### src/rtl/tlc_pkg.sv
// tlc_pkg: shared types and constants of the two-way lookup cache
// no dependencies; imported by the front, back and top level modules
`default_nettype none

package tlc_pkg;

    localparam int KEY_W = 64;
    localparam int VAL_W = 64;

    // item opcodes
    localparam logic OP_LOOKUP = 1'b0;
    localparam logic OP_FLUSH  = 1'b1;

    // command kinds handed from front to back
    localparam logic [1:0] CMD_LOOKUP = 2'd0;
    localparam logic [1:0] CMD_ZERO   = 2'd1;
    localparam logic [1:0] CMD_FLUSH  = 2'd2;

    // set hash
    localparam logic [31:0] HASH_MULT      = 32'h9e37_79b1;
    localparam int          HASH_PRE_SHIFT = 4;
    localparam int          HASH_FOLD_A    = 16;
    localparam int          HASH_FOLD_B    = 13;

    // set index reduction weighs each byte of the 64-bit hash separately
    localparam int DIGIT_W     = 8;
    localparam int DIGIT_STEPS = 8;

    typedef struct packed {
        logic [1:0]       kind;
        logic [KEY_W-1:0] key;
        logic [VAL_W-1:0] backing;
    } cmd_t;

    typedef struct packed {
        logic [VAL_W-1:0] value;
        logic             hit;
    } res_t;

    typedef struct packed {
        logic [KEY_W-1:0] tag;
        logic [VAL_W-1:0] value;
    } way_t;

    // one memory row holds a whole set
    typedef struct packed {
        logic victim;
        way_t way1;
        way_t way0;
    } row_t;

endpackage

`default_nettype wire

### src/rtl/tlc_ram.sv
// tlc_ram: generic single-write, single-read memory with registered read data
// no dependencies
`default_nettype none

module tlc_ram #(
    parameter int WIDTH = 8,
    parameter int DEPTH = 16
) (
    input  wire logic                                    clk,
    input  wire logic                                    we,
    input  wire logic [((DEPTH > 1) ? $clog2(DEPTH) : 1)-1:0] waddr,
    input  wire logic [WIDTH-1:0]                        wdata,
    input  wire logic                                    re,
    input  wire logic [((DEPTH > 1) ? $clog2(DEPTH) : 1)-1:0] raddr,
    output logic      [WIDTH-1:0]                        rdata
);

    logic [WIDTH-1:0] mem_reg [DEPTH];
    logic [WIDTH-1:0] rdata_reg;

    always_ff @(posedge clk)
    begin
        if (we)
        begin
            mem_reg[waddr] <= wdata;
        end
        if (re)
        begin
            rdata_reg <= mem_reg[raddr];
        end
    end

    assign rdata = rdata_reg;

endmodule

`default_nettype wire

### src/rtl/tlc_back.sv
// tlc_back: carries out lookups, fills and flushes on the set memory
// depends on tlc_pkg and tlc_ram
`default_nettype none

module tlc_back
    import tlc_pkg::*;
#(
    parameter int SET_COUNT = 16,
    parameter int SET_W     = 4
) (
    input  wire logic             clk,
    input  wire logic             rst_n,
    input  wire logic             cmd_empty,
    input  cmd_t                  cmd,
    input  wire logic [SET_W-1:0] cmd_set,
    output logic                  cmd_pop,
    input  wire logic             res_full,
    output logic                  res_push,
    output res_t                  res_data,
    output logic                  clearing
);

    localparam logic [1:0] B_CLEAR = 2'd0;
    localparam logic [1:0] B_IDLE  = 2'd1;
    localparam logic [1:0] B_LOOK  = 2'd2;

    logic [1:0]       state_reg, state_next;
    logic [SET_W-1:0] clr_cnt_reg, clr_cnt_next;
    logic [KEY_W-1:0] key_reg, key_next;
    logic [VAL_W-1:0] back_reg, back_next;
    logic [SET_W-1:0] set_reg, set_next;

    logic             ram_we, ram_re;
    logic [SET_W-1:0] ram_waddr, ram_raddr;
    row_t             ram_wdata, rd_row, row_new;
    logic             hit0, hit1, pick;

    tlc_ram #(
        .WIDTH ($bits(row_t)),
        .DEPTH (SET_COUNT)
    ) u_set_ram (
        .clk   (clk),
        .we    (ram_we),
        .waddr (ram_waddr),
        .wdata (ram_wdata),
        .re    (ram_re),
        .raddr (ram_raddr),
        .rdata (rd_row)
    );

    // a way hits when it holds a value and its tag matches
    assign hit0 = (rd_row.way0.value != '0) && (rd_row.way0.tag == key_reg);
    assign hit1 = (rd_row.way1.value != '0) && (rd_row.way1.tag == key_reg);

    // replacement: empty way 0, then empty way 1, else victim
    always_comb
    begin
        if (rd_row.way0.value == '0)
        begin
            pick = 1'b0;
        end
        else if (rd_row.way1.value == '0)
        begin
            pick = 1'b1;
        end
        else
        begin
            pick = rd_row.victim;
        end
    end

    always_comb
    begin
        state_next   = state_reg;
        clr_cnt_next = clr_cnt_reg;
        key_next     = key_reg;
        back_next    = back_reg;
        set_next     = set_reg;
        cmd_pop      = 1'b0;
        res_push     = 1'b0;
        res_data     = '0;
        ram_we       = 1'b0;
        ram_waddr    = clr_cnt_reg;
        ram_wdata    = '0;
        ram_re       = 1'b0;
        ram_raddr    = cmd_set;
        row_new      = rd_row;
        case (state_reg)
            B_CLEAR:
            begin
                ram_we = 1'b1;
                if (clr_cnt_reg == SET_W'(SET_COUNT - 1))
                begin
                    state_next = B_IDLE;
                end
                else
                begin
                    clr_cnt_next = clr_cnt_reg + 1'b1;
                end
            end
            B_IDLE:
            begin
                if (!cmd_empty && !res_full)
                begin
                    cmd_pop = 1'b1;
                    case (cmd.kind)
                        CMD_FLUSH:
                        begin
                            clr_cnt_next = '0;
                            state_next   = B_CLEAR;
                        end
                        CMD_ZERO:
                        begin
                            res_push = 1'b1;
                        end
                        CMD_LOOKUP:
                        begin
                            ram_re     = 1'b1;
                            key_next   = cmd.key;
                            back_next  = cmd.backing;
                            set_next   = cmd_set;
                            state_next = B_LOOK;
                        end
                        default:
                        begin
                        end
                    endcase
                end
            end
            B_LOOK:
            begin
                res_push   = 1'b1;
                state_next = B_IDLE;
                ram_waddr  = set_reg;
                if (hit0)
                begin
                    res_data.value = rd_row.way0.value;
                    res_data.hit   = 1'b1;
                    row_new.victim = 1'b1;
                    ram_we         = 1'b1;
                end
                else if (hit1)
                begin
                    res_data.value = rd_row.way1.value;
                    res_data.hit   = 1'b1;
                    row_new.victim = 1'b0;
                    ram_we         = 1'b1;
                end
                else
                begin
                    res_data.value = back_reg;
                    res_data.hit   = 1'b0;
                    if (back_reg != '0)
                    begin
                        ram_we = 1'b1;
                        if (pick)
                        begin
                            row_new.way1.tag   = key_reg;
                            row_new.way1.value = back_reg;
                        end
                        else
                        begin
                            row_new.way0.tag   = key_reg;
                            row_new.way0.value = back_reg;
                        end
                        row_new.victim = ~pick;
                    end
                end
                ram_wdata = row_new;
            end
            default:
            begin
                state_next = B_IDLE;
            end
        endcase
    end

    always_ff @(posedge clk or negedge rst_n)
    begin
        if (!rst_n)
        begin
            state_reg   <= B_CLEAR;
            clr_cnt_reg <= '0;
        end
        else
        begin
            state_reg   <= state_next;
            clr_cnt_reg <= clr_cnt_next;
        end
    end

    always_ff @(posedge clk)
    begin
        key_reg  <= key_next;
        back_reg <= back_next;
        set_reg  <= set_next;
    end

    assign clearing = (state_reg == B_CLEAR);

`ifndef SYNTHESIS
    a_no_result_in_clear: assert property (@(posedge clk) disable iff (!rst_n)
        (state_reg == B_CLEAR) |-> !res_push)
        else $error("result produced during clearing pass");

    a_no_rw_same_cycle: assert property (@(posedge clk) disable iff (!rst_n)
        !(ram_we && ram_re))
        else $error("set memory read and written in one cycle");

    a_look_one_cycle: assert property (@(posedge clk) disable iff (!rst_n)
        (state_reg == B_LOOK) |=> (state_reg == B_IDLE))
        else $error("lookup did not finish in one cycle");

    a_clear_in_range: assert property (@(posedge clk) disable iff (!rst_n)
        clr_cnt_reg <= SET_W'(SET_COUNT - 1))
        else $error("clearing counter out of range");

    a_look_has_room: assert property (@(posedge clk) disable iff (!rst_n)
        (state_reg == B_LOOK) |-> !res_full)
        else $error("lookup result with no room in result queue");
`endif

endmodule

`default_nettype wire

### config.mk
export PLATFORM = sky130hd
export DESIGN_NAME = tlc_back
export DESIGN_NICKNAME = d
export VERILOG_FILES = /design/src/rtl/tlc_pkg.sv /design/src/rtl/tlc_ram.sv /design/src/rtl/tlc_back.sv
export SDC_FILE = /design/constraint.sdc
export NUM_CORES = 2
export LEC_CHECK = 0
export CORE_MARGIN = 5
export CORE_UTILIZATION = 45
export DETAILED_ROUTE_END_ITERATION = 8
export DONT_BUFFER_PORTS = 1
export PLACE_DENSITY_LB_ADDON = 0.12
export REMOVE_ABC_BUFFERS = 1
export SYNTH_ARGS = -nofsm -noshare
export SYNTH_HDL_FRONTEND = slang
export SYNTH_HIERARCHICAL = 1
export SYNTH_MEMORY_MAX_BITS = 65536
export SYNTH_SLANG_ARGS = --single-unit
### constraint.sdc
create_clock -name clk -period 37.6 [get_ports clk]
set_clock_uncertainty 0.2 [all_clocks]
set_input_delay 7.52 -clock clk [delete_from_list [all_inputs] [get_ports clk]]
set_output_delay 7.52 -clock clk [all_outputs]
set_load 0.02 [all_outputs]
==> results.md <==
- DP Wirelength: 245 mm
- Initial antenna violation count: 51
- Final setup vio count: 0
- FP Rows: 228
- Gpl congestion: 0.773
- Clock Path Buffers: 4
- Final Hold Viols: 0
- Crit Path Max Fanout: 2
- Core ar.: between 0.3 and 0.4 mm2
- Number of port buffers: 0
- Worst-skew pair later-pin latency: 1.01 ns
- Max reg flops: 4112
- Cell taking the most area after synthesis: edfxtp_1
- Tightest Hold Check Type: reg2reg
- Worst hold margin: 0.361 ns
- Yosys warns: 6
- EDFF count, synth: 4501
- DR vias: 85349
- First-pass GRT wire length: 675 mm
- Async S/R FF share, synth: 0.133%
- Vias per cell: 6.16
- Fin area: 0.195 mm2
- Post-synth cell types: 54
- Clock Sinks: 4507
- Top cell type's share of synthesized area: between 70% and 80%
- Slew Limit Fails: around 280
- TritonRoute pass-1 iters: 5
- CTS tree: built
- Die W: 633 um
- # DRC: 0
- RSZ-0062 raised after global routing: false
- Grt ovf: 0
- Fin nets: between 8000 and 9000
- Req. time, crit path: 29.88 ns
- Placed cell areas: about 0.18 mm2
- Layout cells sized above 1: 22.8%
- H-tree depth: 5
- Startpoint types: input pin
- Initial drt markers: roughly 9300
- VDD IR max: 0.0000418 V
- Status: finished with violations
- Vias in the first global route: 86728
- Post-Route WL: 481 mm
- CTS resizes: 0
- Primary FF master, synth: edfxtp_1
- Root buf cell: clkbuf_16
- Period Utilization, post-route: 42.4%
- Post-Syn Area per Cell: about 22 um2
- Non-Filler Instances: 13856
- Final min period: 15.96 ns
- Syn Inst Count: 8071
- #FFs+latches synth: 4507
- Setup TNS: 0 ns
- Starting density of the core: 45.2%
- Total GRT Usage: 23.7%
- Post-synth top cells: 4501 x edfxtp_1, 974 x mux4_2, 595 x nand2_1
- DR top layer: met5
- I/O pin total: 206
- Mapped Area: about 0.17 mm2
- # placed instances: 12974
- Routed Antenna Nets: 0
- Routed wl met2: 233 mm
- MaxCap Viol Count: 0
- Pleak: 0.0647 uW
- CP Class: in2out
- Post-CTS Hold Buffers: 0
- Die area: 0.400 mm2
- Relative slew slack: -65.8%
- Met1 wire length: 204 mm
- Worst slew pin tran: about 2.5 ns
- Post-synthesis sequential area ratio: 77.6%
- Failing checks: slew limit
- Metal3 WL: ~32 mm
- Drt wl/cell: 34.7 um
- Top-count cell post-synth: edfxtp_1
- Pin count of the biggest net entering global routing: 318
- Crit path DAT: 8.24 ns
- Power Density: 57.4 mW/mm2
- Area Growth Syn to Fin: 12.0%
- Max Fclk: 62.7 MHz
- Num CTS Buffers: about 460
- Number of post-CTS setup repair buffers: 0
- Worst Setup End Kind: output port
- Clock transition at the registers of the reported paths: around 0.060 ns
- Height of the die: ~630 um
- Area contributors post-synth: edfxtp_1 78%, mux4_2 13%, mux2i_1 2.0%
- Final Util: 50.6%
-- report_power, final --
group / internal (uW) / total, uW / leakage [uW] / switching (uW)
Clock: 2550 / 4490 / 0.00724 / 1940
Sequential: 5840 / 5910 / 0.0445 / 68.8
Combinational: 251 / 804 / 0.0129 / 553
Total: 8650 / 11200 / 0.0647 / 2560
-- stage by stage --
step / power (uW) / setup WS [ns]
finish: 11200 / 21.64
CTS: 11300 / 21.62
detailed placement: 6830 / 21.63
global route: 11600 / 21.58
global placement: 6800 / 21.63
floorplan: 6610 / -0.328
-- per-layer routing --
metal | vias to the layer above | global-route usage (%)
met2 | 3206 | 38.4
met4 | 28 | 5.82
li1 | 34308 | -
met3 | 732 | 3.40
met5 | - | 0
met1 | 47075 | 34.3
-- logic make-up after synthesis --
group / synth area share [%]
adder cells (fa/ha/maj): 0.0287
buffers and inverters: 1.46
flip-flops: 77.6
AND/OR/NAND/NOR: 2.21
multiplexers: 15.3
XOR/XNOR: 0.643
AO/OA/AOI/OAI: 2.75
-- layout by cell type (no fill, tap or decap), types with 15 or more instances in the layout --
master,Yosys,routed
mux2i_1,357,355
clkbuf_1,187,82
nand2_1,595,595
o21ai_0,73,73
clkinv_1,0,119
o21ai_1,23,23
o221ai_1,34,34
a22oi_1,452,452
nor2b_1,41,35
xnor2_1,38,38
buf_16,0,16
nand2b_1,25,24
nand4_1,33,33
nor2_4,0,16
xor2_1,90,90
nor4_1,89,86
mux2_2,105,105
clkinv_2,0,109
a21oi_1,66,66
clkinvlp_4,0,24
buf_12,0,15
clkbuf_16,0,468
mux4_2,974,974
a221oi_1,20,20
bufinv_16,0,39
buf_4,13,156
edfxtp_1,4501,4501
-- critical path, stage by stage --
cell,delay (ns)
nor2_1,0.15
a41oi_1,0.16
nor2b_1,0.41
-- final cells by class --
class	count	area [um2]
Timing Repair Buffer	188	1920
Multi-Input combinational cell	3103	36800
Inverter	3	11.3
Clock buffer	550	12000
Antenna cell	12	30.0
Sequential cell	4507	135000
Tap cell	5175	6470
Clock inverter	318	2830
Fill cell	30611	191000
-- final timing paths --
| path | start | end | slack (ns) | cells past startpoint |
|---|---|---|---|---|
| max in group asynchronous | rst_n | clr_cnt_reg[3]$_DFFE_PN0P_ | 31.10 | 0 |
| min in group asynchronous | rst_n | clr_cnt_reg[1]$_DFFE_PN0P_ | 6.04 | 0 |
| worst max-delay path | res_full | res_push | 21.64 | 3 |
| worst min-delay path | state_reg[0]$_DFFE_PN0P_ | state_reg[0]$_DFFE_PN0P_ | 0.36 | 2 |
| worst min register to register | state_reg[0]$_DFFE_PN0P_ | state_reg[0]$_DFFE_PN0P_ | 0.36 | 2 |
| worst max register to register | key_reg[39]$_DFFE_PP_ | u_set_ram/mem_reg[7][231]$_DFFE_PP_ | 29.41 | 13 |
Power figures use the tool's default switching activity.
