## config.mk

```make
export PLATFORM = sky130hd
export DESIGN_NAME = tlc_fifo
export DESIGN_NICKNAME = d
export VERILOG_FILES = /design/src/rtl/tlc_fifo.sv
export SDC_FILE = /design/constraint.sdc
export NUM_CORES = 1
export LEC_CHECK = 0
export BUFFER_PORTS_ARGS = -buffer_cell sky130_fd_sc_hd__buf_2
export CAP_MARGIN = 30
export CORE_AREA = 2 2 45 47
export DETAILED_ROUTE_END_ITERATION = 8
export DIE_AREA = 0 0 47 49
export PLACE_DENSITY = 0.79
export SLEW_MARGIN = 20
export SYNTH_ARGS = -nofsm -noshare
export SYNTH_HDL_FRONTEND = slang
export SYNTH_SLANG_ARGS = --single-unit
```

## constraint.sdc

```tcl
create_clock -name clk -period 3.1 [get_ports clk]
set_clock_uncertainty 0.2 [all_clocks]
set_input_delay 0.62 -clock clk [delete_from_list [all_inputs] [get_ports clk]]
set_output_delay 0.62 -clock clk [all_outputs]
set_load 0.05 [all_outputs]
```

## src/rtl/tlc_fifo.sv

```systemverilog
// tlc_fifo: small first-in first-out queue in flip-flops
// no dependencies; used between front and back and on the result side
`default_nettype none

module tlc_fifo #(
    parameter int WIDTH = 8,
    parameter int DEPTH = 2
) (
    input  wire logic             clk,
    input  wire logic             rst_n,
    input  wire logic             push,
    input  wire logic [WIDTH-1:0] push_data,
    output logic                  full,
    input  wire logic             pop,
    output logic      [WIDTH-1:0] pop_data,
    output logic                  empty
);

    localparam int PTR_W = (DEPTH > 1) ? $clog2(DEPTH) : 1;
    localparam int CNT_W = $clog2(DEPTH + 1);

    logic [WIDTH-1:0] mem_reg [DEPTH];
    logic [PTR_W-1:0] wr_ptr_reg, wr_ptr_next;
    logic [PTR_W-1:0] rd_ptr_reg, rd_ptr_next;
    logic [CNT_W-1:0] count_reg, count_next;
    logic             do_push, do_pop;

    assign full     = (count_reg == CNT_W'(DEPTH));
    assign empty    = (count_reg == '0);
    assign do_push  = push && !full;
    assign do_pop   = pop && !empty;
    assign pop_data = mem_reg[rd_ptr_reg];

    always_comb
    begin
        wr_ptr_next = wr_ptr_reg;
        rd_ptr_next = rd_ptr_reg;
        count_next  = count_reg;
        if (do_push)
        begin
            wr_ptr_next = (wr_ptr_reg == PTR_W'(DEPTH - 1)) ? '0 : wr_ptr_reg + 1'b1;
        end
        if (do_pop)
        begin
            rd_ptr_next = (rd_ptr_reg == PTR_W'(DEPTH - 1)) ? '0 : rd_ptr_reg + 1'b1;
        end
        if (do_push && !do_pop)
        begin
            count_next = count_reg + 1'b1;
        end
        else if (do_pop && !do_push)
        begin
            count_next = count_reg - 1'b1;
        end
    end

    always_ff @(posedge clk or negedge rst_n)
    begin
        if (!rst_n)
        begin
            wr_ptr_reg <= '0;
            rd_ptr_reg <= '0;
            count_reg  <= '0;
        end
        else
        begin
            wr_ptr_reg <= wr_ptr_next;
            rd_ptr_reg <= rd_ptr_next;
            count_reg  <= count_next;
        end
    end

    always_ff @(posedge clk)
    begin
        if (do_push)
        begin
            mem_reg[wr_ptr_reg] <= push_data;
        end
    end

endmodule

`default_nettype wire

```

==> results of run 1 <==
cells by family after synthesis:
| logic type | synth area share [%] |
|---|---|
| xor+xnor | 6.56 |
| mux | 11.5 |
| flops | 74.2 |
| fa+ha+maj | 1.60 |
| buf+inv | 1.60 |
| compound gates | 0.639 |
| simple gates | 3.84 |
power by group through the flow:
stage | clock (mW) | combinational [mW] | sequential (mW)
2_1_floorplan | 0 | 0.397 | 0.409
3_3_place_gp | 0 | 0.454 | 0.437
3_5_place_dp | 0 | 0.456 | 0.442
4_1_cts | 0.207 | 0.460 | 0.436
5_1_grt | 0.217 | 0.485 | 0.443
6_report | 0.205 | 0.454 | 0.433
per-stage QoR:
step | util [%] | cells | instance area [µm²] | power (mW)
floorplan | - | 44 | 782 | 0.806
global placement | 49.7 | 91 | 916 | 0.891
detailed placement | 49.7 | 91 | 916 | 0.898
CTS | 53.1 | 96 | 978 | 1.10
global route | 53.1 | 96 | 978 | 1.15
finish | 53.1 | 96 | 978 | 1.09
cells in the mapped netlist:
cell type	count	share of area [%]
sky130_fd_sc_hd__and3_1	1	0.80
sky130_fd_sc_hd__buf_2	1	0.64
sky130_fd_sc_hd__nor2_1	3	1.4
sky130_fd_sc_hd__edfxtp_1	16	61
sky130_fd_sc_hd__nand2_2	1	0.80
sky130_fd_sc_hd__o21ai_1	1	0.64
sky130_fd_sc_hd__nand2b_1	1	0.80
sky130_fd_sc_hd__xnor2_2	1	2.1
sky130_fd_sc_hd__dfrtp_1	4	13
sky130_fd_sc_hd__mux2_2	2	2.9
sky130_fd_sc_hd__mux2_1	6	8.6
sky130_fd_sc_hd__xor2_1	2	2.2
sky130_fd_sc_hd__xnor2_1	2	2.2
sky130_fd_sc_hd__inv_1	2	0.96
sky130_fd_sc_hd__ha_1	1	1.6
worst paths after layout:
path,depth (start not counted),end,start,slack (ns)
max,2,pop_data[2],rd_ptr_reg,0.82
min,1,mem_reg[1][0],push_data[0],0.31
min in group asynchronous,2,count_reg[0],rst_n,0.44
max reg2reg,3,mem_reg[0][0],count_reg[0],1.27
max in group asynchronous,2,rd_ptr_reg,rst_n,2.12
min reg2reg,1,count_reg[1],count_reg[1],0.33
cell type report:
class | instances | area [µm²] | area share, %
multi-input combinational | 21 | 189 | 19.3
clock buffer | 3 | 22.5 | 2.30
clock inverter | 1 | 30.0 | 3.07
timing repair buffer | 22 | 115 | 11.8
sequential | 20 | 581 | 59.3
inverter | 2 | 7.51 | 0.767
tap | 27 | 33.8 | 3.45
worst max-delay path: stages, from the launching register on:
cell and delay [ns]:
sky130_fd_sc_hd__dfrtp_1 0.59, sky130_fd_sc_hd__mux2_2 0.38, sky130_fd_sc_hd__buf_2 0.21
routing by layer:
layer / global-route usage [%] / part of all wire (%) / vias to the layer above
met2: 18.3 / 48 / 17
met1: 12.7 / 44 / 204
met5: 0 / 0 / -
li1: - / - / 209
met4: 1.39 / 0 / 0
met3: 4.07 / 8.3 / 0
timing repair:
item / 4_1_cts / 5_1_grt
hold buffers: 1 / 0
endpoints found under the setup margin: 0 / 0
endpoints found under the hold margin: 4 / 0
==> key figures, run 1 <==
Outcome
  – Run status: finished clean

GRT
  – Largest net degree at the start of global routing: 13
  – Number of antenna violations at the first check in global routing: 0
  – Remaining global-route overflow: 0
  – Vias in the first global route: about 430
  – Wire length of the first global-routing pass: 1.80 mm
  – Global-route usage over all layers: around a tenth

Placed design
  – Final Wtd Congestion: roughly 0.68
  – Detailed placer's ending HPWL: just over 800 µm
  – Worst slack at placement: ~1.1 ns
  – IO Port Bufs: 21

Floorplanning
  – Starting density of the core: 42.5%
  – Top-Level Pins: 22
  – Area enclosed by the die boundary: between 2000 and 2500 µm²
  – Core area: 1840 µm²
  – Die Span Y: 49 µm
  – FP Rows: 16
  – Die X: 47 µm

Pwr
  – P_sw: ~0.45 mW
  – Clock network fraction of design power: about a fifth
  – Cell-internal power: between 0.6 and 0.7 mW
  – PwrDens: 1120 nW/µm²
  – Share of power burned in combinational logic: 41.6%
  – Switching Fraction: between 40 and 50%
  – Share of total power in sequential cells: about two fifths
  – Largest vdd supply drop: between 0.6 and 0.7 mV
  – Leak: 0.406 nW

Timing
  – Time the final worst path needs with I/O delays and setup: between 2 and 2.5 ns
  – RSZ-0062 raised after global routing: false
  – Aggregate negative setup slack: 0 ns
  – Period utilization: 73.5%
  – Max-slew violations: 0
  – Count of endpoints failing hold in the final timing report: 0
  – Measured slew at the worst slew-check pin: 0.659 ns
  – Max Clk Rate: 0.439 GHz
  – Worst hold margin: ~0.3 ns
  – Count of final setup violators: 0
  – Final WS setup: between 0.8 and 0.9 ns
  – Slew Limit Headroom: 55.9%

Clock network
  – CTS resizes: 0
  – Clock sink count: 20
  – Total CTS buffers: 3
  – Clock latency on the worst-skew pair: 0.29 ns
  – Number of H-tree levels: 1
  – Clock tree buffer depth: 2
  – Post-CTS Repair Setup Buffers: 0
  – CTS tree: built
  – Cell at the root of the clock tree: sky130_fd_sc_hd__clkbuf_4
  – Clock slew seen by the registers of the worst setup and hold paths: 0.11 ns

Finish
  – Fill cell total of the finished layout: 168
  – Net count reported at finish: 83
  – Diodes inserted: 0
  – Proportion of layout cells with a drive suffix above 1: roughly 42%
  – Synthesis-to-layout area growth: 25.1%
  – Largest register FFs: 16
  – Most common cell after layout, fill and taps aside: sky130_fd_sc_hd__buf_2
  – Top library cells by usage in the layout, fill and taps aside: 21 x sky130_fd_sc_hd__buf_2, 16 x sky130_fd_sc_hd__edfxtp_1, 6 x sky130_fd_sc_hd__mux2_1

Detailed routing
  – Average detailed-routed wire length per instance: about 11 µm
  – TritonRoute pass-1 iters: 1
  – Post-route ant nets: 0
  – First-iteration detailed-routing DRC count: 0
  – Drt drc: 0
  – Drt via density: 4.48
  – DRT Wirelength: ~1.1 mm
  – Total via count after detailed routing: 430

Critical path
  – Arrival @ worst endpoint: 1.46 ns
  – Class of the most critical setup path: flip-flop to output pin
  – Critical path startpoint category: flip-flop
  – Critical path data required time: around 2.3 ns
  – Maximum fanout count along the critical path: 9
  – Crit path capture type: output pin

Run
  – Count of max-cap constraint violations: 0

Yosys
  – Mean area per synthesized cell: between 15 and 20 µm²
  – #FFs+latches synth: 20
  – Warning count from the yosys run: 0
  – Seq/Total Area, Yosys: approximately three quarters
  – Synth cell types: 15
  – Netlist Area Pre-Place: between 700 and 800 µm²
  – Number of standard cells after synthesis: 44
  – Net count after synthesis: 57

Min path
  – Path type of the worst min-delay path: input pin to flip-flop
No activity file was read; power rests on OpenSTA's default activity.
==> run 2, diff against run 1 <==
clock period = 2.2 ns   (was 3.1 ns; I/O delays follow)
==> run 2 against run 1 <==
Compared with the run above:
- critical path depth stayed put
- global-route usage grew 1.5 points
- sequential power is 42% higher
- clock-buffer cell count did not move
- power grew 42%
- sequential cell count stayed put
- cell count increased by 1.0%
- routed wire length increased by 2.0%
- largest cell class unchanged
- highest routed layer is now met4
==> key figures, run 2 (synthesized netlist as in run 1, its figures left out) <==
Finish
  – Fill cell total of the finished layout: 170 (+1.2%)
  – Proportion of layout cells with a drive suffix above 1: 44.3% (+2.3 points)
  – Largest register FFs: 16 (unchanged)
  – Net count reported at finish: 84 (+1.2%)
  – Synthesis-to-layout area growth: 26.2%
  – Top library cells by usage in the layout, fill and taps aside: 21 x sky130_fd_sc_hd__buf_2, 16 x sky130_fd_sc_hd__edfxtp_1, 6 x sky130_fd_sc_hd__mux2_1
  – Fraction of the core area covered by cells at the end of the flow: 53.6% (+0.48 points)
  – Diodes inserted: 0 (unchanged)
  – Most common cell after layout, fill and taps aside: sky130_fd_sc_hd__buf_2
  – Area used by multi-input combinational logic: 189 µm² (unchanged)
  – FF+latch area: 582 µm² (+0.22%)

Critical path
  – Class of the most critical setup path: flip-flop to output pin
  – Critical path data required time: 1.56 ns (-0.72 ns)
  – Crit path capture type: output pin
  – Slowest cell delay on critical path: 0.50 ns (-0.09 ns)
  – Critical path startpoint category: flip-flop
  – Setup crit start: rd_ptr_reg
  – Cell family with the largest share of critical-path delay: flip-flops
  – Buf+Inv Stages, Crit Path: 1 (unchanged)
  – Worst-path cell chain: mux2_1 -> buf_2
  – Arrival @ worst endpoint: 1.36 ns (-0.10 ns)
  – R2R Path Start: count_reg[0]
  – Maximum fanout count along the critical path: 9 (unchanged)
  – CP max stage cell: sky130_fd_sc_hd__dfrtp_2

Clock network
  – Number of H-tree levels: 1 (unchanged)
  – Clock slew seen by the registers of the worst setup and hold paths: 0.11 ns (about the same)
  – Cell at the root of the clock tree: sky130_fd_sc_hd__clkbuf_4
  – Clock tree buffer depth: 2 (unchanged)
  – CTS tree: built
  – Clock latency on the worst-skew pair: 0.29 ns (about the same)
  – Total CTS buffers: 3 (unchanged)
  – Clock sink count: 20 (unchanged)

Run
  – Count of max-cap constraint violations: 0 (unchanged)

Floorplanning
  – Area enclosed by the die boundary: 2300 µm² (unchanged)
  – Starting density of the core: 42.5% (unchanged)
  – Die X: 47 µm (unchanged)
  – Top-Level Pins: 22 (unchanged)
  – Die Span Y: 49 µm (unchanged)
  – Core area: 1840 µm² (unchanged)
  – FP Rows: 16 (unchanged)

GRT
  – Global Route met1 Usage: 15.7% (+3.1 points)
  – Gr busiest metal: met2
  – Met3 Track Usage GR: 3.33% (-0.74 points)
  – Number of antenna violations at the first check in global routing: 0 (unchanged)
  – Largest net degree at the start of global routing: 13 (unchanged)
  – Wire length of the first global-routing pass: 1.86 mm (+3.5%)
  – Remaining global-route overflow: 0 (unchanged)
  – Global-route usage over all layers: 12.1% (+1.5 points)
  – Met2 Resource Use GR: 17.8% (-0.46 points)
  – Vias in the first global route: 410 (-4.9%)

Timing
  – Final WS setup: 0.204 ns (-0.617 ns)
  – Measured slew at the worst slew-check pin: 0.389 ns (-0.270 ns)
  – Slew Limit Headroom: 74.1% (+18 points)
  – RSZ-0062 raised after global routing: false
  – Max-slew violations: 0 (unchanged)
  – Count of final setup violators: 0 (unchanged)
  – Time the final worst path needs with I/O delays and setup: around 2.0 ns
  – Count of endpoints failing hold in the final timing report: 0 (unchanged)
  – Period utilization: 90.7%
  – Aggregate negative setup slack: 0 ns (unchanged)
  – Max Clk Rate: between 0.5 and 0.6 GHz

Min path
  – Min-delay src: push_data[2]
  – Path type of the worst min-delay path: input pin to flip-flop

Detailed routing
  – Total via count after detailed routing: 433 (+0.70%)
  – First-iteration detailed-routing DRC count: 4 (+4)
  – Post-route ant nets: 0 (unchanged)
  – Drt via density: 4.46 (-0.34%)
  – Average detailed-routed wire length per instance: 11.6 µm (+0.95%)
  – DRT Wirelength: 1.12 mm (+2.0%)
  – TritonRoute pass-1 iters: 2 (+1)
  – Drt drc: 0 (unchanged)

Placed design
  – Detailed placer's ending HPWL: 807 µm (-0.37%)
  – Final Wtd Congestion: 0.692 (+1.9%)
  – IO Port Bufs: 21 (unchanged)
  – Worst slack at placement: 0.402 ns (-0.717 ns)

Outcome
  – Run status: finished clean

Pwr
  – Leak: 0.411 nW (+1.0%)
  – PwrDens: 1570 nW/µm² (+41%)
  – Largest vdd supply drop: 0.809 mV (+29%)
==> run 2: changes by cell type in the layout (fill, tap and decap cells not counted) <==
| cell | delta |
|---|---|
| sky130_fd_sc_hd__buf_4 | +1 |
| sky130_fd_sc_hd__dfrtp_1 | -1 |
| sky130_fd_sc_hd__dfrtp_2 | +1 |
==> run 2: final cells by class <==
| class | count | share of cell area [%] |
|---|---|---|
| clock buffers | 3 | 2.28 |
| clock inverters | 1 | 3.04 |
| inverters | 2 | 0.760 |
| multi-input cells | 21 | 19.1 |
| flip-flops and latches | 20 | 58.9 |
| well taps | 27 | 3.42 |
| repair buffers | 23 | 12.4 |
==> run 2: final timing paths <==
path,endpoint,slack [ns],cells after the start
setup reg to reg,count_reg[1],0.51,7
hold reg to reg,wr_ptr_reg,0.33,1
setup / recovery,pop_data[6],0.20,2
max in group asynchronous,rd_ptr_reg,1.39,2
hold / removal,mem_reg[1][2],0.13,1
min in group asynchronous,count_reg[1],0.27,2
==> run 2: routing by layer <==
layer,up-vias,wire length (µm)
met2,17,497
met5,-,0
met3,4,70
li1,212,-
met4,0,29
met1,200,525
==> run 2: timing repair <==
item,in CTS,in global routing
resized for setup,0,1
endpoints found under the hold margin,4,0
buffers inserted,0,0
setup endpoints to repair,0,2
hold buffers,1,0
==> run 2: power breakdown <==
group	switching (mW)	total [mW]	internal (mW)
logic	0.445	0.649	0.204
clock network	0.105	0.290	0.184
registers	0.0823	0.613	0.531
==> run 2: stage by stage <==
step           hold slack, ns  cells  total power [mW]  area (µm²)
2_1_floorplan         -0.0556     44              1.14         782
3_5_place_dp           0.0590     92              1.28         923
3_3_place_gp           0.0523     92              1.26         923
4_1_cts                 0.120     97              1.57         986
6_report                0.126     97              1.55         987
5_1_grt                0.0962     97              1.64         987
==> run 3, diff against run 2 <==
--- a/config.mk
+++ b/config.mk
@@ -12,4 +12,5 @@
 export DIE_AREA = 0 0 47 49
 export PLACE_DENSITY = 0.79
+export SKIP_CTS_REPAIR_TIMING = 1
 export SLEW_MARGIN = 20
 export SYNTH_ARGS = -nofsm -noshare
==> constraint.sdc (replaced) <==
create_clock -name clk -period 2.2 [get_ports clk]
set_clock_uncertainty 0.2 [all_clocks]
set_input_delay 0.44 -clock clk [delete_from_list [all_inputs] [get_ports clk]]
set_output_delay 0.44 -clock clk [all_outputs]
set_load 0.01 [all_outputs]
==> run 3 against run 2 <==
Compared with the run above:
- final area is 2.8% lower
- first-iteration DRC count increased by 25%
- critical endpoint unchanged
- die area is the same
- power shrank 25%
- fmax shrank 1.5%
- clock-buffer cell count up 1
- combinational power decreased by 40%
- clock power shrank 43%
- sequential share of layout area up 1.6 points
- sequential power about the same
- cell count is the same
==> key figures, run 3 (synthesized netlist as in run 1, its figures left out) <==
Clock network
  – Total CTS buffers: 3 (unchanged)
  – Number of H-tree levels: 1 (unchanged)
  – Clock tree buffer depth: 2 (unchanged)
  – Clock latency on the worst-skew pair: 0.28 ns (about the same)
  – CTS tree: built
  – Clock slew seen by the registers of the worst setup and hold paths: 0.10 ns (about the same)
  – Clock sink count: 20 (unchanged)
  – Cell at the root of the clock tree: sky130_fd_sc_hd__clkbuf_4

Floorplanning
  – Die X: 47 µm (unchanged)
  – Top-Level Pins: 22 (unchanged)
  – Area enclosed by the die boundary: 2300 µm² (unchanged)
  – FP Rows: 16 (unchanged)
  – Core area: 1840 µm² (unchanged)
  – Starting density of the core: 42.5% (unchanged)
  – Die Span Y: 49 µm (unchanged)

Pwr
  – Cell-internal power: 0.802 mW (-13%)
  – Clock network fraction of design power: 14.1% (-4.6 points)
  – Share of power burned in combinational logic: 33.5% (-8.3 points)
  – PwrDens: 1210 nW/µm² (-23%)
  – Switching Fraction: 31.1% (-9.7 points)
  – Share of total power in sequential cells: 52.4% (+13 points)
  – Largest vdd supply drop: 0.644 mV (-20%)
  – Leak: 0.399 nW (-2.9%)
  – P_sw: 0.362 mW (-43%)

Timing
  – Count of endpoints failing hold in the final timing report: 0 (unchanged)
  – Measured slew at the worst slew-check pin: 0.390 ns (+0.00133 ns)
  – Time the final worst path needs with I/O delays and setup: 2.03 ns (+0.0309 ns)
  – Aggregate negative setup slack: 0 ns (unchanged)
  – Slew Limit Headroom: 74.0% (-0.089 points)
  – RSZ-0062 raised after global routing: false
  – Max Clk Rate: 0.493 GHz (-1.5%)
  – Period utilization: 92.1% (+1.4 points)
  – Final WS setup: 0.174 ns (-0.0309 ns)
  – Count of final setup violators: 0 (unchanged)
  – Max-slew violations: 0 (unchanged)

GRT
  – Number of antenna violations at the first check in global routing: 0 (unchanged)
  – Wire length of the first global-routing pass: 1.73 mm (-7.4%)
  – Remaining global-route overflow: 0 (unchanged)
  – Vias in the first global route: 422 (+2.9%)
  – Largest net degree at the start of global routing: 12 (-1)
  – Global-route usage over all layers: 10.7% (-1.4 points)

Finish
  – Top library cells by usage in the layout, fill and taps aside: 21 x sky130_fd_sc_hd__buf_2, 16 x sky130_fd_sc_hd__edfxtp_1, 6 x sky130_fd_sc_hd__mux2_1
  – Diodes inserted: 0 (unchanged)
  – Final std cell area, no fill: 960 µm² (-2.8%)
  – Most common cell after layout, fill and taps aside: sky130_fd_sc_hd__buf_2
  – Layout Cells excl Fill: 97 (unchanged)
  – Largest register FFs: 16 (unchanged)
  – Net count reported at finish: 84 (unchanged)
  – Synthesis-to-layout area growth: 22.7%
  – Proportion of layout cells with a drive suffix above 1: 41.4% (-2.9 points)

Detailed routing
  – TritonRoute pass-1 iters: 4 (+2)
  – Drt drc: 0 (unchanged)
  – Average detailed-routed wire length per instance: 11.0 µm (-4.8%)
  – First-iteration detailed-routing DRC count: 5 (+1)
  – Total via count after detailed routing: 417 (-3.7%)
  – DRT Wirelength: 1.07 mm (-4.8%)
  – Post-route ant nets: 0 (unchanged)
  – Drt via density: 4.30 (-3.7%)

Placed design
  – Worst slack at placement: 0.476 ns (+0.0741 ns)
  – IO Port Bufs: 21 (unchanged)
  – Final Wtd Congestion: 0.690 (-0.22%)
  – Detailed placer's ending HPWL: 819 µm (+1.6%)
  – Placed inst area: 923 µm² (unchanged)
  – Cells after DPL: 92 (unchanged)

Critical path
  – Critical path data required time: 1.56 ns (about the same)
  – Maximum fanout count along the critical path: 9 (unchanged)
  – FF-to-FF setup slack: 0.53 ns (+0.02 ns)
  – Class of the most critical setup path: flip-flop to output pin
  – Arrival @ worst endpoint: 1.39 ns (+0.03 ns)
  – Critical path startpoint category: flip-flop
  – Crit path capture type: output pin

Outcome
  – Run status: finished clean

Run
  – Count of max-cap constraint violations: 0 (unchanged)

Min path
  – Path type of the worst min-delay path: input pin to flip-flop
-- run 3: changes by cell type in the layout (fill, tap and decap cells not counted), sizes merged --
cell / change
bufinv: -1
clkbuf: +1
-- run 3: power groups by stage --
stage	clock network (mW)	logic, mW	registers, mW
after floorplan	0	0.299	0.577
after global placement	0	0.389	0.613
after detailed placement	0	0.395	0.622
after CTS	0.174	0.397	0.613
after global routing	0.188	0.437	0.626
final	0.164	0.390	0.610
-- run 3: final cells by class --
cell class                      instances  area, µm²
Fill cell                             173        882
Inverter                                2       7.51
Tap cell                               27       33.8
Timing Repair Buffer                   23        123
Clock buffer                            4       26.3
Multi-Input combinational cell         21        189
Sequential cell                        20        581
-- run 3: worst paths after layout --
| kind | from | depth (start not counted) | endpoint |
|---|---|---|---|
| worst min-delay path | push_data[2] | 1 | mem_reg[0][2] |
| min in group asynchronous | rst_n | 2 | wr_ptr_reg |
| max in group asynchronous | rst_n | 2 | rd_ptr_reg |
| worst max-delay path | rd_ptr_reg | 2 | pop_data[6] |
| worst max register to register | count_reg[0] | 6 | count_reg[1] |
| worst min register to register | count_reg[1] | 1 | count_reg[1] |
-- run 3: critical path: stages (launching register included) --
cell	delay, ns
sky130_fd_sc_hd__dfrtp_1	0.59
sky130_fd_sc_hd__mux2_1	0.38
sky130_fd_sc_hd__buf_2	0.14
-- run 3: stage by stage --
stage / utilization, % / hold slack [ns] / power [mW]
floorplan: - / -0.0556 / 0.876
global placement: 50.1 / 0.0530 / 1.00
detailed placement: 50.1 / 0.0550 / 1.02
CTS: 51.6 / -0.266 / 1.18
global route: 52.1 / 0.118 / 1.25
finish: 52.1 / 0.136 / 1.16
-- run 3: per-layer routing --
layer	up-vias	share of wire, %	global-route usage, %
li1	209	-	-
met1	191	43	14.0
met2	17	49	15.3
met3	0	8.1	3.70
met4	0	0	5.56
met5	-	0	0
